## config.mk

```make
export PLATFORM = sky130hd
export DESIGN_NAME = knob_volume_tracker
export DESIGN_NICKNAME = d
export VERILOG_FILES = /design/src/kvt_pkg.sv /design/src/knob_volume_tracker.sv /design/src/kvt_serial_mul.sv
export SDC_FILE = /design/constraint.sdc
export NUM_CORES = 1
export LEC_CHECK = 0
export ABC_AREA = 0
export BUFFER_PORTS_ARGS = -buffer_cell sky130_fd_sc_hd__buf_2
export CAP_MARGIN = 40
export CORE_MARGIN = 3
export CORE_UTILIZATION = 65
export DETAILED_ROUTE_END_ITERATION = 8
export PLACE_DENSITY = 0.83
export SETUP_SLACK_MARGIN = 0.1
export SLEW_MARGIN = 20
export SYNTH_ARGS = -nofsm -noshare
export SYNTH_HDL_FRONTEND = slang
export SYNTH_SLANG_ARGS = --single-unit
```

## constraint.sdc

```tcl
create_clock -name clk -period 17.1 [get_ports clk]
set_input_delay 2.565 -clock clk [delete_from_list [all_inputs] [get_ports clk]]
set_output_delay 2.565 -clock clk [all_outputs]
set_load 0.01 [all_outputs]
```

## src/kvt_pkg.sv

```systemverilog
// Shared constants, types and codes for the knob volume tracker.
`default_nettype none

package kvt_pkg;

    localparam int SAMPLE_BITS   = 12;
    localparam int FRACTION_BITS = 8;
    localparam int LEVEL_BITS    = SAMPLE_BITS + FRACTION_BITS;
    localparam int CUTOFF_BITS   = 12;
    localparam int WEIGHT_BITS   = 9;
    localparam int PROD_BITS     = LEVEL_BITS + WEIGHT_BITS;
    localparam int MUL_CNT_BITS  = $clog2(WEIGHT_BITS);
    localparam int VOL_BITS      = 7;
    localparam int SCALED_BITS   = LEVEL_BITS + 7;
    localparam int QUOT_BITS     = 9;
    localparam int DIV_STEPS     = 6;
    localparam int DIV_CNT_BITS  = $clog2(DIV_STEPS);

    localparam int CFG_INDEX_BITS = 1;
    localparam int CFG_DATA_BITS  = CUTOFF_BITS;

    localparam logic [CFG_INDEX_BITS-1:0] CFG_CUTOFF = 1'b0;
    localparam logic [CFG_INDEX_BITS-1:0] CFG_WEIGHT = 1'b1;

    localparam logic [CUTOFF_BITS-1:0] CUTOFF_RESET = 12'd500;
    localparam logic [WEIGHT_BITS-1:0] WEIGHT_RESET = 9'd26;
    localparam logic [WEIGHT_BITS-1:0] WEIGHT_FULL  = 9'd256;

    localparam logic [VOL_BITS-1:0] VOL_MAX  = 7'd100;
    localparam logic [VOL_BITS-1:0] VOL_STEP = 7'd2;

    localparam logic [SCALED_BITS-1:0] SCALED_LOW  = SCALED_BITS'(5) << LEVEL_BITS;
    localparam logic [SCALED_BITS-1:0] SCALED_SPAN = SCALED_BITS'(90) << LEVEL_BITS;
    localparam logic [QUOT_BITS:0]     DIVISOR     = 10'd9;

    localparam logic [1:0] KEY_NONE = 2'd0;
    localparam logic [1:0] KEY_UP   = 2'd1;
    localparam logic [1:0] KEY_DOWN = 2'd2;

    typedef enum logic [1:0] {
        PH_IDLE    = 2'd0,
        PH_DESCEND = 2'd1,
        PH_TRACK   = 2'd2
    } kvt_phase_t;

    typedef enum logic [2:0] {
        ST_IDLE,
        ST_PREP,
        ST_MUL,
        ST_SCALE,
        ST_QUOT,
        ST_DIV,
        ST_FINISH
    } kvt_state_t;

    typedef struct packed {
        logic                   mode;
        logic [SAMPLE_BITS-1:0] sample;
    } kvt_in_t;

    typedef struct packed {
        logic [1:0]          key;
        logic [VOL_BITS-1:0] host_volume;
        logic [VOL_BITS-1:0] target_volume;
    } kvt_out_t;

endpackage

`default_nettype wire

```

## src/knob_volume_tracker.sv

```systemverilog
// Knob volume tracker top level: smoothing, volume mapping and host key stepping.
//
// Input channel in_valid/in_stall/in_data carries one knob item: a sample tick
// (mode 0, with a 12-bit converter reading) or a resync request (mode 1).
// Output channel out_valid/out_stall/out_data returns one result per item:
// the key to send (none, up, down), the host volume estimate and the target.
// Configuration writes use cfg_valid/cfg_ready/cfg_index/cfg_data; cfg_ready is
// always high. Index 0 is the change cutoff, index 1 the smoothing weight.
// One item is in work at a time. A resync goes from idle straight to the finish
// state. A sample tick passes prep, the multiplier only when the change reaches
// the cutoff (outside the deadband), then scale, quotient setup, divide and
// finish: the bit-serial multiplier handles one weight bit per cycle (9 bits) and
// the volume divider one quotient bit per cycle (6 bits). Finish hands the result
// to the output register and returns to idle for the next item.
// The next item is taken once the result sits in the output register, even
// while the receiver stalls it; a stalled result holds until transferred, and a
// finished result waits in the tracker until the output register frees.
// Reset loads the cutoff with 500 and the weight with 26, clears the smoothed
// level and volumes, and leaves the tracking phase idle until the first resync.
`default_nettype none

module knob_volume_tracker (
    input  wire logic                                clk,
    input  wire logic                                rst_n,
    input  wire logic                                in_valid,
    output logic                                     in_stall,
    input  wire kvt_pkg::kvt_in_t                    in_data,
    output logic                                     out_valid,
    input  wire logic                                out_stall,
    output kvt_pkg::kvt_out_t                        out_data,
    input  wire logic                                cfg_valid,
    output logic                                     cfg_ready,
    input  wire logic [kvt_pkg::CFG_INDEX_BITS-1:0]  cfg_index,
    input  wire logic [kvt_pkg::CFG_DATA_BITS-1:0]   cfg_data
);

    kvt_pkg::kvt_state_t                 state_reg;
    kvt_pkg::kvt_state_t                 state_next;
    kvt_pkg::kvt_phase_t                 phase_reg;
    kvt_pkg::kvt_phase_t                 phase_next;
    logic                                seeded_reg;
    logic                                seeded_next;
    logic [kvt_pkg::LEVEL_BITS-1:0]      level_reg;
    logic [kvt_pkg::LEVEL_BITS-1:0]      level_next;
    logic [kvt_pkg::VOL_BITS-1:0]        host_reg;
    logic [kvt_pkg::VOL_BITS-1:0]        host_next;
    logic [kvt_pkg::VOL_BITS-1:0]        target_reg;
    logic [kvt_pkg::VOL_BITS-1:0]        target_next;
    logic [kvt_pkg::CUTOFF_BITS-1:0]     cutoff_reg;
    logic [kvt_pkg::CUTOFF_BITS-1:0]     cutoff_next;
    logic [kvt_pkg::WEIGHT_BITS-1:0]     weight_reg;
    logic [kvt_pkg::WEIGHT_BITS-1:0]     weight_next;
    logic                                out_valid_reg;
    logic                                out_valid_next;
    kvt_pkg::kvt_out_t                   out_data_reg;
    kvt_pkg::kvt_out_t                   out_data_next;

    logic                                mode_reg;
    logic                                mode_next;
    logic [kvt_pkg::SAMPLE_BITS-1:0]     sample_reg;
    logic [kvt_pkg::SAMPLE_BITS-1:0]     sample_next;
    logic                                up_reg;
    logic                                up_next;
    logic [kvt_pkg::SCALED_BITS-1:0]     num_reg;
    logic [kvt_pkg::SCALED_BITS-1:0]     num_next;
    logic [kvt_pkg::QUOT_BITS-1:0]       rem_reg;
    logic [kvt_pkg::QUOT_BITS-1:0]       rem_next;
    logic [kvt_pkg::DIV_STEPS-1:0]       quo_reg;
    logic [kvt_pkg::DIV_STEPS-1:0]       quo_next;
    logic [kvt_pkg::DIV_CNT_BITS-1:0]    div_cnt_reg;
    logic [kvt_pkg::DIV_CNT_BITS-1:0]    div_cnt_next;

    logic                                mul_start;
    logic                                mul_done;
    logic [kvt_pkg::LEVEL_BITS-1:0]      mul_mcand;
    logic [kvt_pkg::WEIGHT_BITS-1:0]     mul_weight;
    logic [kvt_pkg::PROD_BITS-1:0]       mul_product;

    logic [kvt_pkg::LEVEL_BITS-1:0]      sample_level;
    logic [kvt_pkg::LEVEL_BITS-1:0]      step_level;
    logic [kvt_pkg::SCALED_BITS-1:0]     scaled;
    logic [kvt_pkg::SCALED_BITS-1:0]     num_raw;
    logic [kvt_pkg::SCALED_BITS+2:0]     num_times5;
    logic [kvt_pkg::QUOT_BITS:0]         trial;
    logic                                trial_ge;
    logic [kvt_pkg::VOL_BITS-1:0]        knob_volume;
    logic [kvt_pkg::VOL_BITS-1:0]        goal;
    logic                                in_xfer;
    logic                                out_free;

    kvt_serial_mul u_mul (
        .clk     (clk),
        .rst_n   (rst_n),
        .start   (mul_start),
        .mcand   (mul_mcand),
        .mplier  (mul_weight),
        .done    (mul_done),
        .product (mul_product)
    );

    always_comb
    begin
        in_xfer      = in_valid && !in_stall;
        out_free     = !out_valid_reg || !out_stall;
        sample_level = {sample_reg, {kvt_pkg::FRACTION_BITS{1'b0}}};
        step_level   = mul_product[kvt_pkg::FRACTION_BITS +: kvt_pkg::LEVEL_BITS];
        scaled       = kvt_pkg::SCALED_BITS'(level_reg) * kvt_pkg::SCALED_BITS'(100);
        num_raw      = (scaled <= kvt_pkg::SCALED_LOW) ? '0 : scaled - kvt_pkg::SCALED_LOW;
        num_times5   = {num_reg, 2'b00} + (kvt_pkg::SCALED_BITS + 3)'(num_reg);
        trial        = kvt_pkg::DIVISOR << div_cnt_reg;
        trial_ge     = {1'b0, rem_reg} >= trial;
        knob_volume  = kvt_pkg::VOL_MAX - {quo_reg, 1'b0};
        goal         = (phase_reg == kvt_pkg::PH_TRACK) ? knob_volume : target_reg;

        mul_start  = 1'b0;
        mul_mcand  = (sample_level >= level_reg) ? sample_level - level_reg
                                                 : level_reg - sample_level;
        mul_weight = (weight_reg > kvt_pkg::WEIGHT_FULL) ? kvt_pkg::WEIGHT_FULL : weight_reg;

        state_next     = state_reg;
        phase_next     = phase_reg;
        seeded_next    = seeded_reg;
        level_next     = level_reg;
        host_next      = host_reg;
        target_next    = target_reg;
        cutoff_next    = cutoff_reg;
        weight_next    = weight_reg;
        out_valid_next = out_valid_reg && out_stall;
        out_data_next  = out_data_reg;
        mode_next      = mode_reg;
        sample_next    = sample_reg;
        up_next        = up_reg;
        num_next       = num_reg;
        rem_next       = rem_reg;
        quo_next       = quo_reg;
        div_cnt_next   = div_cnt_reg;

        if (cfg_valid && cfg_ready)
        begin
            case (cfg_index)
                kvt_pkg::CFG_CUTOFF: cutoff_next = cfg_data[kvt_pkg::CUTOFF_BITS-1:0];
                kvt_pkg::CFG_WEIGHT: weight_next = cfg_data[kvt_pkg::WEIGHT_BITS-1:0];
                default:             cutoff_next = cutoff_reg;
            endcase
        end

        case (state_reg)
            kvt_pkg::ST_IDLE:
            begin
                if (in_xfer)
                begin
                    mode_next   = in_data.mode;
                    sample_next = in_data.sample;
                    if (in_data.mode)
                    begin
                        phase_next  = kvt_pkg::PH_DESCEND;
                        host_next   = kvt_pkg::VOL_MAX;
                        target_next = '0;
                        state_next  = kvt_pkg::ST_FINISH;
                    end
                    else
                    begin
                        if (!seeded_reg)
                        begin
                            seeded_next = 1'b1;
                            level_next  = {in_data.sample, {kvt_pkg::FRACTION_BITS{1'b0}}};
                        end
                        state_next = kvt_pkg::ST_PREP;
                    end
                end
            end
            kvt_pkg::ST_PREP:
            begin
                up_next = sample_level >= level_reg;
                if (mul_mcand < {cutoff_reg, {kvt_pkg::FRACTION_BITS{1'b0}}})
                begin
                    state_next = kvt_pkg::ST_SCALE;
                end
                else
                begin
                    mul_start  = 1'b1;
                    state_next = kvt_pkg::ST_MUL;
                end
            end
            kvt_pkg::ST_MUL:
            begin
                if (mul_done)
                begin
                    level_next = up_reg ? level_reg + step_level : level_reg - step_level;
                    state_next = kvt_pkg::ST_SCALE;
                end
            end
            kvt_pkg::ST_SCALE:
            begin
                num_next   = (num_raw > kvt_pkg::SCALED_SPAN) ? kvt_pkg::SCALED_SPAN : num_raw;
                state_next = kvt_pkg::ST_QUOT;
            end
            kvt_pkg::ST_QUOT:
            begin
                rem_next     = num_times5[kvt_pkg::LEVEL_BITS +: kvt_pkg::QUOT_BITS];
                quo_next     = '0;
                div_cnt_next = kvt_pkg::DIV_CNT_BITS'(kvt_pkg::DIV_STEPS - 1);
                state_next   = kvt_pkg::ST_DIV;
            end
            kvt_pkg::ST_DIV:
            begin
                if (trial_ge)
                begin
                    rem_next = rem_reg - trial[kvt_pkg::QUOT_BITS-1:0];
                end
                quo_next = {quo_reg[kvt_pkg::DIV_STEPS-2:0], trial_ge};
                if (div_cnt_reg == '0)
                begin
                    state_next = kvt_pkg::ST_FINISH;
                end
                else
                begin
                    div_cnt_next = div_cnt_reg - 1'b1;
                end
            end
            kvt_pkg::ST_FINISH:
            begin
                if (out_free)
                begin
                    out_valid_next = 1'b1;
                    state_next     = kvt_pkg::ST_IDLE;
                    if (mode_reg)
                    begin
                        out_data_next.key           = kvt_pkg::KEY_NONE;
                        out_data_next.host_volume   = host_reg;
                        out_data_next.target_volume = target_reg;
                    end
                    else
                    begin
                        out_data_next.key = kvt_pkg::KEY_NONE;
                        target_next       = goal;
                        if (host_reg > goal)
                        begin
                            host_next         = (host_reg >= kvt_pkg::VOL_STEP)
                                                ? host_reg - kvt_pkg::VOL_STEP : '0;
                            out_data_next.key = kvt_pkg::KEY_DOWN;
                        end
                        else if (host_reg < goal)
                        begin
                            host_next         = host_reg + kvt_pkg::VOL_STEP;
                            out_data_next.key = kvt_pkg::KEY_UP;
                        end
                        else if (phase_reg == kvt_pkg::PH_DESCEND)
                        begin
                            phase_next  = kvt_pkg::PH_TRACK;
                            target_next = knob_volume;
                        end
                        out_data_next.host_volume   = host_next;
                        out_data_next.target_volume = target_next;
                    end
                end
            end
            default:
            begin
                state_next = kvt_pkg::ST_IDLE;
            end
        endcase
    end

    always_ff @(posedge clk or negedge rst_n)
    begin
        if (!rst_n)
        begin
            state_reg     <= kvt_pkg::ST_IDLE;
            phase_reg     <= kvt_pkg::PH_IDLE;
            seeded_reg    <= 1'b0;
            level_reg     <= '0;
            host_reg      <= '0;
            target_reg    <= '0;
            cutoff_reg    <= kvt_pkg::CUTOFF_RESET;
            weight_reg    <= kvt_pkg::WEIGHT_RESET;
            out_valid_reg <= 1'b0;
        end
        else
        begin
            state_reg     <= state_next;
            phase_reg     <= phase_next;
            seeded_reg    <= seeded_next;
            level_reg     <= level_next;
            host_reg      <= host_next;
            target_reg    <= target_next;
            cutoff_reg    <= cutoff_next;
            weight_reg    <= weight_next;
            out_valid_reg <= out_valid_next;
        end
    end

    always_ff @(posedge clk)
    begin
        out_data_reg <= out_data_next;
        mode_reg     <= mode_next;
        sample_reg   <= sample_next;
        up_reg       <= up_next;
        num_reg      <= num_next;
        rem_reg      <= rem_next;
        quo_reg      <= quo_next;
        div_cnt_reg  <= div_cnt_next;
    end

    assign in_stall  = (state_reg != kvt_pkg::ST_IDLE);
    assign out_valid = out_valid_reg;
    assign out_data  = out_data_reg;
    assign cfg_ready = 1'b1;

endmodule

`default_nettype wire

```

## src/kvt_serial_mul.sv

```systemverilog
// Bit-serial shift-and-add multiplier for the smoothing step.
`default_nettype none

module kvt_serial_mul (
    input  wire logic                             clk,
    input  wire logic                             rst_n,
    input  wire logic                             start,
    input  wire logic [kvt_pkg::LEVEL_BITS-1:0]   mcand,
    input  wire logic [kvt_pkg::WEIGHT_BITS-1:0]  mplier,
    output logic                                  done,
    output logic [kvt_pkg::PROD_BITS-1:0]         product
);

    logic                               busy_reg;
    logic                               busy_next;
    logic                               done_reg;
    logic                               done_next;
    logic [kvt_pkg::MUL_CNT_BITS-1:0]   cnt_reg;
    logic [kvt_pkg::MUL_CNT_BITS-1:0]   cnt_next;
    logic [kvt_pkg::PROD_BITS-1:0]      mcand_reg;
    logic [kvt_pkg::PROD_BITS-1:0]      mcand_next;
    logic [kvt_pkg::WEIGHT_BITS-1:0]    mplier_reg;
    logic [kvt_pkg::WEIGHT_BITS-1:0]    mplier_next;
    logic [kvt_pkg::PROD_BITS-1:0]      acc_reg;
    logic [kvt_pkg::PROD_BITS-1:0]      acc_next;

    always_comb
    begin
        busy_next   = busy_reg;
        done_next   = 1'b0;
        cnt_next    = cnt_reg;
        mcand_next  = mcand_reg;
        mplier_next = mplier_reg;
        acc_next    = acc_reg;
        if (start)
        begin
            busy_next   = 1'b1;
            cnt_next    = '0;
            mcand_next  = kvt_pkg::PROD_BITS'(mcand);
            mplier_next = mplier;
            acc_next    = '0;
        end
        else if (busy_reg)
        begin
            if (mplier_reg[0])
            begin
                acc_next = acc_reg + mcand_reg;
            end
            mcand_next  = mcand_reg << 1;
            mplier_next = mplier_reg >> 1;
            cnt_next    = cnt_reg + 1'b1;
            if (cnt_reg == kvt_pkg::MUL_CNT_BITS'(kvt_pkg::WEIGHT_BITS - 1))
            begin
                busy_next = 1'b0;
                done_next = 1'b1;
            end
        end
    end

    always_ff @(posedge clk or negedge rst_n)
    begin
        if (!rst_n)
        begin
            busy_reg <= 1'b0;
            done_reg <= 1'b0;
            cnt_reg  <= '0;
        end
        else
        begin
            busy_reg <= busy_next;
            done_reg <= done_next;
            cnt_reg  <= cnt_next;
        end
    end

    always_ff @(posedge clk)
    begin
        mcand_reg  <= mcand_next;
        mplier_reg <= mplier_next;
        acc_reg    <= acc_next;
    end

    assign done    = done_reg;
    assign product = acc_reg;

endmodule

`default_nettype wire

```

==> results of run 1 <==
[worst paths after layout]
kind                                  start                  to  cells past startpoint
min reg2reg                u_mul.product[4]    u_mul.product[4]                      2
min in group asynchronous             rst_n        level_reg[0]                      1
min                        u_mul.product[4]    u_mul.product[4]                      2
max                           level_reg[17]  u_mul.mcand_reg[9]                     23
max in group asynchronous             rst_n    u_mul.cnt_reg[0]                      2
max reg2reg                   level_reg[17]  u_mul.mcand_reg[9]                     23
[area by class of cell]
type                       instances  area (um2)  share of cell area [%]
clock inverter                     8         118                   0.672
timing repair buffer              62         389                    2.22
sequential                       206        5500                    31.4
multi-input combinational       1352        9760                    55.8
tap                              319         399                    2.28
clock buffer                      36         737                    4.21
inverter                         158         593                    3.39
[Yosys cell counts (all sizes together), types with 5 or more instances]
cell     number  area share, %
nand2       152            3.6
a21boi        9           0.42
inv         158            3.7
fa           19            2.4
mux2         25            1.8
dfrtp        59            9.2
o211ai        8           0.37
o21ai       115            3.6
nand2b       17           0.66
a22o          5           0.27
o21a          9           0.42
edfxtp      102             19
o21bai       11           0.54
o31ai        14           0.69
a31oi        18           0.70
nand3        22           0.69
or2          10           0.39
clkbuf       49            1.2
a221oi        5           0.38
ha          202             16
dfxtp        36            4.5
dfstp         9            1.5
a2111oi       5           0.32
a211o         9           0.49
nand4        15           0.58
nor2b        23           0.90
nor2        162            3.8
nand3b       14           0.65
or3          16           0.62
and3         22           0.86
a211oi       10           0.53
a21oi       132            4.1
and2         12           0.47
o22ai        10           0.39
nor3         30           0.93
nor4          8           0.31
buf           7           0.31
nor3b        10           0.47
mux2i        27            1.7
a22oi         9           0.42
xor2         47            2.6
xnor2        62            3.4
a21o         45            2.1
[worst reg2reg max path, cell delays in order (launching register included)]
cell	delay [ps]
dfrtp_1	480
inv_1	130
ha_1	400
a21o_1	190
a211o_1	300
a2111oi_0	330
a21o_1	450
inv_1	470
mux2i_1	380
a221oi_1	150
o21ai_0	310
a21boi_0	160
o21ai_0	230
nand2_1	100
ha_1	320
nand4_1	120
nor3_1	220
nand2_1	90
o211ai_1	80
a31oi_1	110
nor2b_4	140
buf_4	340
buf_12	290
mux2_2	390
[metrics by stage]
stage | hold WS, ps | setup slack, ps | area [um2] | std cells
after floorplan | 436 | 11750 | 16100 | 1772
after global placement | 445 | 10970 | 16500 | 2090
after detailed placement | 450 | 10730 | 16600 | 2095
after CTS | 458 | 10700 | 17500 | 2139
after global routing | 497 | 10180 | 17500 | 2141
final | 456 | 10660 | 17500 | 2141
[metal layers]
metal	part of all wire (%)	track usage, %	up-vias
li1	-	-	6379
met3	4.4	3.25	104
met2	50	51.5	356
met5	0	0	-
met4	3.8	12.1	0
met1	42	35.6	6236
[cell families (layout without fill, tap and decap cells)]
| logic type | Yosys count | after routing | share of synthesized area, % |
|---|---|---|---|
| AO/OA/AOI/OAI | 445 | 445 | 17.6 |
| XOR/XNOR | 109 | 109 | 5.94 |
| adder cells (fa/ha/maj) | 221 | 221 | 18.1 |
| buffers and inverters | 214 | 264 | 5.16 |
| flip-flops | 206 | 206 | 34.2 |
| multiplexers | 52 | 52 | 3.44 |
| other | 1 | 1 | 0.0234 |
| AND/OR/NAND/NOR | 524 | 524 | 15.5 |
==> results.cfg, run 1 <==
[clock_tree]
cts_tree = built
postCtsSetupBuffers = 0
hold_buffers = 0
h-tree-depth = 1
clock_sinks = 206
cts_buffer_depth = 3
clk_pin_slew_ps = 60
root_buffer = clkbuf_16
clk_latency_ps = 530
cts_buffers = 24
ctsResizeCount = 0

[yosys]
synth_cell_types = 80
seq_area_frac_synth_pct = 34.2
syn_nets = 2024
yosys_most_used_dff = edfxtp_1
synthCells = 1772
syn_area_mm2 = 0.0161
async_flop_share_pct = 33.0
avgSynthCellArea_um2 = 9.06
ys_ff_latch = 206
synth_edf_count = 102
ys_warn_count = 0

[timing]
worst_pin_slew_ps = 843
skew_ps = 24.2
fin_setup_tns_ps = 0
min_period_ps = 6440
rsz0062_at_grt = false
setup_viol = 0
fmax_ghz = 0.155
relSlewSlack_pct = 43.8
hold_violations = 0
drv_slew = 0
min_period_over_period_pct = 37.7

[route]
vias = 13075
finalWirelength_mm = 38.6
first_pass_iters = 6
first_iter_violations = 826
routed_via_density = 6.11
routedWlPerCell_um = 18.0
drc_errors = 0
ant_nets = 0

[place]
place_congestion = 0.927
dp_hpwl_mm = 29.1
portBuffers = 48

[worst_hold_path]
hold_path_class = reg -> reg

[finish]
final_util_pct = 73.2
final_nets = 2056
drive_gt1_share_pct = 9.00
final_common_cell = ha_1
final_cell_mix = ha_1 (202), nor2_1 (161), inv_1 (157), nand2_1 (152), a21oi_1 (132)
fillerInstances = 1804
n_antenna_cell = 0
syn2layout_area_growth_pct = 8.92

[floorplan]
die_area_mm2 = 0.0266
start_util_pct = 67.2
die_x_um = 163
ios = 50
fp.dieH_um = 163
core_area_mm2 = 0.0239
fp-row-count = 56

[global_routing]
antenna_found_initial = 0
grt_pass1_wl_mm = 63.0
grt_max_degree = 88
gr-usage-all-layers_pct = 28.9
overflow = 0
grt_pass1_vias = 13213

[setup_path]
arrival_ps = 6710
timing_worst_setup_path_type = reg -> reg
critPathSlowestCell = dfrtp_1
worstPathMaxFanout = 55
critPathMaxStageDelay_ps = 480
start_kind = flip-flop
path_cells = inv_1 -> ha_1 -> a21o_1 -> a211o_1 -> a2111oi_0 -> a21o_1 -> inv_1 -> mux2i_1 -> a221oi_1 -> o21ai_0 -> a21boi_0 -> o21ai_0 -> nand2_1 -> ha_1 -> nand4_1 -> nor3_1 -> nand2_1 -> o211ai_1 -> a31oi_1 -> nor2b_4 -> buf_4 -> buf_12 -> mux2_2
crit_path_end_kind = flip-flop
required_ps = 17360
cp_top_family = compound AO/OA/AOI/OAI gates
reg2reg_setup_slack_ps = 10660
path_buf_inv = 4

[outcome]
status = complete, no violations

[flow_run]
drv_cap = 0
Power of run 1 is not shown: default switching activity piles up to over one toggle a cycle in this logic, so the estimate is an artifact.
==> run 2, diff against run 1 <==
- CORE_UTILIZATION: 65 -> 64
- PLACE_DENSITY: 0.83 -> 0.82
- clock period: 17.1 -> 6.2 ns (I/O delays scaled with it)
==> run 2 against run 1 <==
Via count shrank 0.42%. Clock skew down 14 ps. Clock-buffer cell count is 8 lower. Register-to-register slack got worse by 10000 ps. Critical path depth down 3. Flip-flop and latch count stayed put. Fmax grew 12%. Cell count rose by 0.37%. Final area barely moved. Largest cell class unchanged. Highest routed layer unchanged.
==> results.cfg, run 2 (same netlist as run 1, synthesis figures left out) <==
[place]
portBuffers = 48
place_congestion = 1.00
dp_hpwl_mm = 29.0
place_ws_ps = 398

[timing]
relSlewSlack_pct = 44.4
setup_viol = 0
min_period_over_period_pct = 92.7
fin_setup_tns_ps = 0
rsz0062_at_grt = false
min_period_ps = 5750
worst_slack_ps = 451
drv_slew = 0
worst_pin_slew_ps = 831
skew_ps = 10.7
hold_violations = 0
fmax_ghz = 0.174

[clock_tree]
clk_pin_slew_ps = 60
clk_latency_ps = 520
hold_buffers = 0
cts_buffers = 23
h-tree-depth = 1
clock_sinks = 206
cts_buffer_depth = 3
cts_tree = built
root_buffer = clkbuf_16

[global_routing]
overflow = 0
gr-usage-all-layers_pct = 28.4
grt_pass1_vias = 12975
grt_max_degree = 88
grt_pass1_wl_mm = 62.9
antenna_found_initial = 0

[route]
finalWirelength_mm = 38.4
drc_errors = 0
first_pass_iters = 6
vias = 13020
routedWlPerCell_um = 17.9
first_iter_violations = 1091
routed_via_density = 6.06
ant_nets = 0

[floorplan]
die_x_um = 164
ios = 50
die_area_mm2 = 0.0270
start_util_pct = 65.6
fp.dieH_um = 164
core_area_mm2 = 0.0245
fp-row-count = 57

[setup_path]
timing_worst_setup_path_type = reg -> reg
crit_path_end_kind = flip-flop
reg2regPathDepth = 20
worstPathMaxFanout = 16
required_ps = 6470
start_kind = flip-flop
arrival_ps = 6010

[worst_hold_path]
hold_path_class = in -> async

[outcome]
status = complete, no violations

[finish]
final_nets = 2061
final_util_pct = 71.5
syn2layout_area_growth_pct = 8.91
drive_gt1_share_pct = 9.37
final_common_cell = ha_1
final_cell_mix = ha_1 (202), nor2_1 (161), inv_1 (157), nand2_1 (152), a21oi_1 (132)
n_antenna_cell = 0

[flow_run]
drv_cap = 0
## run 2: area by class of cell
class / count / area (um2)
clock inverters: 13 / 150
multi-input cells: 1352 / 9770
repair buffers: 68 / 432
flip-flops and latches: 206 / 5500
inverters: 158 / 593
well taps: 324 / 405
clock buffers: 28 / 646
fillers: 1868 / 6970
## run 2: through the flow
| stage | instance area (um2) | cells | hold slack, ps |
|---|---|---|---|
| final | 17500 | 2149 | 399 |
| after global routing | 17500 | 2149 | 424 |
| after CTS | 17500 | 2147 | 398 |
| after detailed placement | 16700 | 2106 | 456 |
| after global placement | 16600 | 2102 | 446 |
| after floorplan | 16100 | 1772 | 436 |
## run 2: repair_timing
action                                  CTS  global route
buffers inserted                          0             0
endpoints found under the setup margin    0            19
resized for setup                         0             3
## run 2: worst paths after layout
check	slack, ps	start	endpoint
setup reg to reg	450	level_reg[1]	num_reg[11]
max in group asynchronous	5150	rst_n	cutoff_reg[6]
hold / removal	400	rst_n	state_reg[0]
setup / recovery	450	level_reg[1]	num_reg[11]
min in group clk	460	u_mul.product[4]	u_mul.product[4]
hold reg to reg	460	u_mul.product[4]	u_mul.product[4]
## run 2: routing by layer
| metal | track usage, % | up-vias | share of wire [%] | wire [um] |
|---|---|---|---|---|
| met5 | 0 | - | 0 | 0 |
| met4 | 11.1 | 0 | 3.8 | 1480 |
| met3 | 3.06 | 102 | 4.1 | 1570 |
| met2 | 50.6 | 348 | 49 | 18900 |
| met1 | 35.6 | 6192 | 43 | 16400 |
| li1 | - | 6378 | - | - |
## run 2: critical path: stages, from the launching register on
cell      delay, ps
dfrtp_1         520
inv_1           220
ha_1            350
ha_1            310
ha_1            340
fa_1            490
a211o_1         300
a211o_1         350
a21oi_1         240
o21ai_1         100
xor2_1          320
inv_1           110
ha_1            230
nor2b_1         160
mux2i_2         130
or2_0           240
a211oi_2        270
a2bb2o_4        250
a221oi_4        230
buf_4           250
nor2_1           80
Power of run 2 is left out for the same reason.
